### src/rtl/ipid_pkg.sv
// ---------------------------------------------------------------------------
// ipid_pkg: shared types and constants of the incremental PID controller
// Field widths, arithmetic widths, register indexes and payload structs.
// ---------------------------------------------------------------------------
package ipid_pkg;

  localparam int MOTORS         = 4;
  localparam int GAIN_FRAC_BITS = 12;

  localparam int MOTOR_W   = 2;
  localparam int DATA_W    = 16;
  localparam int ERR_W     = DATA_W + 1;
  localparam int D1_W      = ERR_W + 1;
  localparam int D2_W      = ERR_W + 2;
  localparam int P0_W      = DATA_W + ERR_W;
  localparam int P1_W      = DATA_W + D1_W;
  localparam int P2_W      = DATA_W + D2_W;
  localparam int ACC_W     = P2_W + 2;
  localparam int SUM_W     = ACC_W + 1;
  localparam int CFG_IDX_W = 3;

  typedef enum logic [CFG_IDX_W-1:0] {
    REG_GAIN_PROP  = 3'd0,
    REG_GAIN_DIFF1 = 3'd1,
    REG_GAIN_DIFF2 = 3'd2,
    REG_DRIVE_MIN  = 3'd3,
    REG_DRIVE_MAX  = 3'd4
  } cfg_reg_t;

  typedef struct packed {
    logic        [MOTOR_W-1:0] motor_sel;
    logic signed [DATA_W-1:0]  target;
    logic signed [DATA_W-1:0]  encoder;
  } in_item_t;

  typedef struct packed {
    logic        [MOTOR_W-1:0] motor_out;
    logic signed [DATA_W-1:0]  drive;
    logic                      clamped;
  } out_item_t;

  typedef struct packed {
    logic signed [DATA_W-1:0] gain_prop;
    logic signed [DATA_W-1:0] gain_diff1;
    logic signed [DATA_W-1:0] gain_diff2;
  } gains_t;

endpackage

### src/rtl/ipid_mult.sv
// ---------------------------------------------------------------------------
// ipid_mult: registered gain multiplier stage
// Multiplies the error, its first and its second difference by their gains.
// ---------------------------------------------------------------------------
module ipid_mult (
  input  logic                                clk,
  input  logic                                load,
  input  ipid_pkg::gains_t                    gains,
  input  logic signed [ipid_pkg::ERR_W-1:0]   e0,
  input  logic signed [ipid_pkg::D1_W-1:0]    d1,
  input  logic signed [ipid_pkg::D2_W-1:0]    d2,
  output logic signed [ipid_pkg::P0_W-1:0]    p0_r,
  output logic signed [ipid_pkg::P1_W-1:0]    p1_r,
  output logic signed [ipid_pkg::P2_W-1:0]    p2_r
);

  logic signed [ipid_pkg::P0_W-1:0] p0_nxt;
  logic signed [ipid_pkg::P1_W-1:0] p1_nxt;
  logic signed [ipid_pkg::P2_W-1:0] p2_nxt;

  // Three independent 16-by-19-bit (or narrower) products.
  assign p0_nxt = gains.gain_prop  * e0;
  assign p1_nxt = gains.gain_diff1 * d1;
  assign p2_nxt = gains.gain_diff2 * d2;

  always_ff @(posedge clk) begin
    if (load) begin
      p0_r <= p0_nxt;
      p1_r <= p1_nxt;
      p2_r <= p2_nxt;
    end
  end

endmodule

### src/rtl/incremental_pid_motor_control.sv
// ---------------------------------------------------------------------------
// incremental_pid_motor_control: velocity-form PID drive for a motor bank
// Per-motor incremental PID with clamped drive output and valid/ready ports.
// ---------------------------------------------------------------------------
// Each input transfer names a motor and carries its target and encoder
// reading; each produces exactly one output transfer with that motor's new
// drive value, clamped to [drive_min, drive_max], and a flag that tells
// whether the clamp acted. The block is a three-register pipeline: an input
// register where the error and its differences are formed, a product
// register fed by three parallel gain multipliers, and a result register
// after the accumulate, shift, add and clamp. It sustains one transfer per
// clock cycle while the output side does not stall. A sample passes
// through the input, product and result registers in turn, and out_valid
// rises once it is in the result register. The per-motor error history is
// updated when an item leaves the input register and the stored drive value
// when it leaves the product register, so back-to-back samples for the same
// motor always see the state left by the one before. Gains and limits are
// written through the cfg_ port and should be changed only while no sample
// is in flight. Indexes above the last register are ignored. If drive_min is
// above drive_max, a sum above drive_max yields it, any other drive_min.
// ---------------------------------------------------------------------------
module incremental_pid_motor_control (
  input  logic                                  clk,
  input  logic                                  rst_n,
  // Input channel
  input  logic                                  in_valid,
  output logic                                  in_ready,
  input  ipid_pkg::in_item_t                    in_data,
  // Result channel
  output logic                                  out_valid,
  input  logic                                  out_ready,
  output ipid_pkg::out_item_t                   out_data,
  // Configuration write port
  input  logic                                  cfg_we,
  input  logic [ipid_pkg::CFG_IDX_W-1:0]        cfg_index,
  input  logic [ipid_pkg::DATA_W-1:0]           cfg_wdata
);

  // Configuration registers.
  ipid_pkg::gains_t                   gains_r;
  logic signed [ipid_pkg::DATA_W-1:0] drive_min_r;
  logic signed [ipid_pkg::DATA_W-1:0] drive_max_r;

  // Per-motor state.
  logic signed [ipid_pkg::ERR_W-1:0]  err_last_r   [ipid_pkg::MOTORS];
  logic signed [ipid_pkg::ERR_W-1:0]  err_prev_r   [ipid_pkg::MOTORS];
  logic signed [ipid_pkg::DATA_W-1:0] drive_last_r [ipid_pkg::MOTORS];

  // Pipeline registers.
  logic                               in_v_r;
  ipid_pkg::in_item_t                 in_r;
  logic                               prod_v_r;
  logic [ipid_pkg::MOTOR_W-1:0]       prod_sel_r;
  logic                               prod_rng_r;
  logic                               out_v_r;
  ipid_pkg::out_item_t                out_r;

  // Handshake between stages.
  logic out_load;
  logic prod_ready;
  logic prod_load;
  logic in_load;

  // Input stage datapath.
  logic                               in_rng;
  logic signed [ipid_pkg::ERR_W-1:0]  e0;
  logic signed [ipid_pkg::ERR_W-1:0]  e1;
  logic signed [ipid_pkg::ERR_W-1:0]  e2;
  logic signed [ipid_pkg::D1_W-1:0]   d1;
  logic signed [ipid_pkg::D2_W-1:0]   d2;

  // Product stage datapath.
  logic signed [ipid_pkg::P0_W-1:0]   p0_r;
  logic signed [ipid_pkg::P1_W-1:0]   p1_r;
  logic signed [ipid_pkg::P2_W-1:0]   p2_r;
  logic signed [ipid_pkg::ACC_W-1:0]  acc;
  logic signed [ipid_pkg::ACC_W-1:0]  inc;
  logic signed [ipid_pkg::SUM_W-1:0]  sum;
  logic signed [ipid_pkg::SUM_W-1:0]  lim_hi;
  logic signed [ipid_pkg::SUM_W-1:0]  lim_lo;
  ipid_pkg::out_item_t                out_nxt;

  // A stage takes a new item when it is empty or its item moves on this cycle.
  assign out_load   = prod_v_r && (!out_v_r || out_ready);
  assign prod_ready = !prod_v_r || out_load;
  assign prod_load  = in_v_r && prod_ready;
  assign in_ready   = !in_v_r || prod_ready;
  assign in_load    = in_valid && in_ready;

  assign out_valid = out_v_r;
  assign out_data  = out_r;

  // Configuration writes.
  always_ff @(posedge clk) begin
    if (!rst_n) begin
      gains_r     <= '0;
      drive_min_r <= {1'b1, {(ipid_pkg::DATA_W-1){1'b0}}};
      drive_max_r <= {1'b0, {(ipid_pkg::DATA_W-1){1'b1}}};
    end else if (cfg_we) begin
      unique case (cfg_index)
        ipid_pkg::REG_GAIN_PROP:  gains_r.gain_prop  <= cfg_wdata;
        ipid_pkg::REG_GAIN_DIFF1: gains_r.gain_diff1 <= cfg_wdata;
        ipid_pkg::REG_GAIN_DIFF2: gains_r.gain_diff2 <= cfg_wdata;
        ipid_pkg::REG_DRIVE_MIN:  drive_min_r        <= cfg_wdata;
        ipid_pkg::REG_DRIVE_MAX:  drive_max_r        <= cfg_wdata;
        default: ;
      endcase
    end
  end

  // Input stage: error and its first and second differences. A motor index
  // beyond the bank leaves all state alone and yields a zero drive.
  assign in_rng = (int'(in_r.motor_sel) < ipid_pkg::MOTORS);
  assign e0 = ipid_pkg::ERR_W'(in_r.target) - ipid_pkg::ERR_W'(in_r.encoder);
  assign e1 = in_rng ? err_last_r[in_r.motor_sel] : '0;
  assign e2 = in_rng ? err_prev_r[in_r.motor_sel] : '0;
  assign d1 = ipid_pkg::D1_W'(e0) - ipid_pkg::D1_W'(e1);
  assign d2 = ipid_pkg::D2_W'(e0) - (ipid_pkg::D2_W'(e1) <<< 1) + ipid_pkg::D2_W'(e2);

  ipid_mult u_mult (
    .clk   (clk),
    .load  (prod_load),
    .gains (gains_r),
    .e0    (e0),
    .d1    (d1),
    .d2    (d2),
    .p0_r  (p0_r),
    .p1_r  (p1_r),
    .p2_r  (p2_r)
  );

  // Product stage: accumulate, drop the fraction bits rounding toward minus
  // infinity, add to the last drive and clamp with the upper limit first.
  assign acc    = ipid_pkg::ACC_W'(p0_r) + ipid_pkg::ACC_W'(p1_r) + ipid_pkg::ACC_W'(p2_r);
  assign inc    = acc >>> ipid_pkg::GAIN_FRAC_BITS;
  assign lim_hi = ipid_pkg::SUM_W'(drive_max_r);
  assign lim_lo = ipid_pkg::SUM_W'(drive_min_r);

  always_comb begin
    sum = ipid_pkg::SUM_W'(inc);
    out_nxt.motor_out = prod_sel_r;
    out_nxt.drive     = '0;
    out_nxt.clamped   = 1'b0;
    if (prod_rng_r) begin
      sum = ipid_pkg::SUM_W'(inc) + ipid_pkg::SUM_W'(drive_last_r[prod_sel_r]);
      priority if (sum > lim_hi) begin
        out_nxt.drive   = drive_max_r;
        out_nxt.clamped = 1'b1;
      end else if (sum < lim_lo) begin
        out_nxt.drive   = drive_min_r;
        out_nxt.clamped = 1'b1;
      end else begin
        out_nxt.drive   = sum[ipid_pkg::DATA_W-1:0];
      end
    end
  end

  // Per-motor state updates.
  always_ff @(posedge clk) begin
    if (!rst_n) begin
      for (int i = 0; i < ipid_pkg::MOTORS; i++) begin
        err_last_r[i]   <= '0;
        err_prev_r[i]   <= '0;
        drive_last_r[i] <= '0;
      end
    end else begin
      if (prod_load && in_rng) begin
        err_prev_r[in_r.motor_sel] <= e1;
        err_last_r[in_r.motor_sel] <= e0;
      end
      if (out_load && prod_rng_r) begin
        drive_last_r[prod_sel_r] <= out_nxt.drive;
      end
    end
  end

  // Stage valid flags.
  always_ff @(posedge clk) begin
    if (!rst_n) begin
      in_v_r   <= 1'b0;
      prod_v_r <= 1'b0;
      out_v_r  <= 1'b0;
    end else begin
      if (in_load) begin
        in_v_r <= 1'b1;
      end else if (prod_load) begin
        in_v_r <= 1'b0;
      end
      if (prod_load) begin
        prod_v_r <= 1'b1;
      end else if (out_load) begin
        prod_v_r <= 1'b0;
      end
      if (out_load) begin
        out_v_r <= 1'b1;
      end else if (out_ready) begin
        out_v_r <= 1'b0;
      end
    end
  end

  // Stage payloads.
  always_ff @(posedge clk) begin
    if (in_load) begin
      in_r <= in_data;
    end
    if (prod_load) begin
      prod_sel_r <= in_r.motor_sel;
      prod_rng_r <= in_rng;
    end
    if (out_load) begin
      out_r <= out_nxt;
    end
  end

endmodule

### config.mk
export PLATFORM = sky130hd
export DESIGN_NAME = incremental_pid_motor_control
export DESIGN_NICKNAME = d
export VERILOG_FILES = /design/src/rtl/ipid_pkg.sv /design/src/rtl/ipid_mult.sv /design/src/rtl/incremental_pid_motor_control.sv
export SDC_FILE = /design/constraint.sdc
export NUM_CORES = 2
export LEC_CHECK = 0
export ABC_AREA = 1
export BUFFER_PORTS_ARGS = -buffer_cell sky130_fd_sc_hd__buf_2
export CAP_MARGIN = 0
export CORE_MARGIN = 4
export CORE_UTILIZATION = 60
export CTS_CLUSTER_DIAMETER = 30
export CTS_CLUSTER_SIZE = 16
export DETAILED_ROUTE_END_ITERATION = 10
export GPL_ROUTABILITY_DRIVEN = 0
export PLACE_DENSITY = 0.75
export SYNTH_ARGS = -nofsm -noshare
export SYNTH_HDL_FRONTEND = slang
export SYNTH_SLANG_ARGS = --single-unit
export TNS_END_PERCENT = 10
### constraint.sdc
create_clock -name clk -period 19.51 [get_ports clk]
set_clock_uncertainty 0.05 [all_clocks]
set_input_delay 3.902 -clock clk [delete_from_list [all_inputs] [get_ports clk]]
set_output_delay 3.902 -clock clk [all_outputs]
set_load 0.005 [all_outputs]
==> metrics.txt <==
share of cells above drive strength 1 5.45%; Post-synth EDFFs 357; final period utilization 57.2%; max-cap violations 0; vias per cell 5.88; Post-DP Area 0.0591 mm2; drt initial violations 5471; Final setup viols 0; Root Driver clkbuf_16; CTS-repair resized insts 0; initial antenna violation count 6; area delta synth->final 8.78%; final WL 176000 um; post-route ant nets 0; fin nets 8097; arrival time of the worst setup path 11530 ps; Chip Width 318 um; Die Area 0.101 mm2; CP Max Fanout 13; status finished clean; number of cell rows 113; CTS tree yes; Setup TNS Final 0 ps; first-pass GRT wire length 274000 um; Skew-Pair Late Insertion Delay 690 ps; Global Route Usage Sum 35.2%; fmax 89.7 MHz; # DRC 0; Slew Limit Headroom 20.1%; core area 0.0952 mm2; CTS Hold Buffers Added 0; Post-Synthesis Cells 6680; final instance area 0.0626 mm2; CP most frequent cell fa_1; Post-DP HPWL 137000 um; Syn Nets 8072; Vias 47.4k; Max Slew Vio Count 0; Seq cells post-synth 444; critical path's largest stage delay 930 ps; CTS Sinks 444; Max H-tree Level 3; Final Hold Viols 0; Final Core Density 65.8%; vias in the first global route 48.6k; Die Y 318 um; RSZ-0062 raised after global routing false; DR pass1 iterations 9; Max Root-Sink Buffers 3; initial core utilization 60.5%; Hold WS 442 ps; IO Pins 79; Clk pin slew, worst setup/hold paths 50 ps; CP endpoint kind flip-flop; total global routing overflow 0; worst slew pin tran 1190 ps; largest net degree at the start of global routing 78; Num CTS Buffers 100; Avg Inst Size Synth 8.62 um2; WS Path Type flip-flop to flip-flop; post-layout minimum cycle time 11150 ps; Post-Syn Area 0.0576 mm2; startpoint types flip-flop; worst hold path type flip-flop to flip-flop; top_reg_cell synth edfxtp_1; post-DR wirelength/cell 21.8 um; asr flop ratio synth 0%; CP required 19890 ps; PortBufs 78; synth unique cells 63; Seq/Total Area, Yosys 21.6%; setup repair bufs after CTS 0; Yosys warning count 0; CP max stage cell xnor2_1
-- layout by cell type, fill, tap and decap left out, drive strengths merged, types with 67 or more instances in the layout --
| cell type | count |
|---|---|
| nand2 | 1152 |
| xor2 | 111 |
| o21ai | 276 |
| xnor2 | 67 |
| buf | 123 |
| a21oi | 307 |
| edfxtp | 357 |
| fa | 917 |
| nor2 | 855 |
| inv | 1380 |
| nand3 | 232 |
| dfxtp | 87 |
| clkbuf | 115 |
| ha | 417 |
-- sequential cells by signal, indices dropped and copies added (netlist names), named ones only --
signal,cells
prod_sel_r,2
err_prev_r,68
drive_max_r,16
u_mult.p1_r,34
out_valid,1
gains_r,48
drive_min_r,16
u_mult.p2_r,35
err_last_r,68
in_r,34
u_mult.p0_r,33
in_v_r,1
prod_v_r,1
out_data,19
drive_last_r,64
-- through the flow --
| stage | setup slack (ps) | std cells |
|---|---|---|
| 2_1_floorplan | 10030 | 6680 |
| 3_3_place_gp | 8850 | 7868 |
| 3_5_place_dp | 8570 | 7868 |
| 4_1_cts | 8580 | 8055 |
| 5_1_grt | 7790 | 8058 |
| 6_report | 8360 | 8065 |
-- logic make-up after synthesis --
family,after synthesis,synth area share [%]
flip-flops,444,21.6
buffers and inverters,1591,10.5
adder cells (fa/ha/maj),1334,40.9
AO/OA/AOI/OAI,773,7.55
AND/OR/NAND/NOR,2360,16.5
XOR/XNOR,178,2.84
-- final timing paths --
kind,end,depth (start not counted),startpoint,slack (ps)
hold / removal,drive_min_r[11]$_SDFFE_PN0P_,2,drive_min_r[11]$_SDFFE_PN0P_,440
setup / recovery,u_mult.p2_r[28]$_DFFE_PP_,38,in_r[0]$_DFFE_PP_,8360
setup reg to reg,u_mult.p2_r[28]$_DFFE_PP_,38,in_r[0]$_DFFE_PP_,8360
hold reg to reg,drive_min_r[11]$_SDFFE_PN0P_,2,drive_min_r[11]$_SDFFE_PN0P_,440
-- routing by layer --
metal	share of wire, %	vias up	routed length [um]	global-route usage, %
met3	13	666	22900	10.5
met1	36	22900	63500	44.9
met4	7.2	4	12600	20.5
met5	0.014	-	24	0
met2	44	3020	77100	53.7
li1	-	20800	-	-
-- Yosys cell counts, types with 7 or more instances --
| cell | n | area share, % |
|---|---|---|
| inv_1 | 1359 | 8.9 |
| o21ai_0 | 266 | 2.3 |
| nand2_1 | 1128 | 7.4 |
| o211ai_1 | 23 | 0.30 |
| a31oi_1 | 11 | 0.12 |
| a21o_1 | 35 | 0.46 |
| inv_2 | 7 | 0.046 |
| a21oi_1 | 305 | 2.7 |
| xor2_1 | 107 | 1.6 |
| buf_2 | 22 | 0.19 |
| ha_1 | 417 | 9.1 |
| nor3_1 | 37 | 0.32 |
| clkinv_1 | 25 | 0.16 |
| xnor2_1 | 64 | 0.97 |
| nand3_1 | 226 | 2.0 |
| or2_2 | 15 | 0.16 |
| fa_1 | 917 | 32 |
| nor4_1 | 8 | 0.087 |
| edfxtp_1 | 357 | 19 |
| o21bai_1 | 19 | 0.25 |
| o22ai_1 | 45 | 0.49 |
| buf_1 | 8 | 0.052 |
| o21a_1 | 11 | 0.14 |
| a21boi_0 | 12 | 0.16 |
| clkbuf_1 | 161 | 1.0 |
| nand2_2 | 22 | 0.24 |
| nor2_1 | 855 | 5.6 |
| dfxtp_1 | 87 | 3.0 |
| nand4_1 | 44 | 0.48 |
-- area by class of cell --
cell class | instances | area (um2)
fill | 7669 | 32500
antenna | 10 | 25.0
inverter | 1391 | 5220
clock buffer | 115 | 2590
multi-input combinational | 4645 | 39100
tap | 1265 | 1580
sequential | 444 | 12500
timing repair buffer | 123 | 728
clock inverter | 72 | 902
-- worst max-delay path: cells and delay by family, from the launching register on --
family          cells  cell delay (ps)
fa+ha+maj          11             5100
simple gates       12             2340
xor+xnor            2             1090
buf+inv             7             1030
compound gates      6              900
flops               1              370
Power is not shown: default switching activity piles up to over one toggle a cycle in this logic, so the estimate is an artifact.
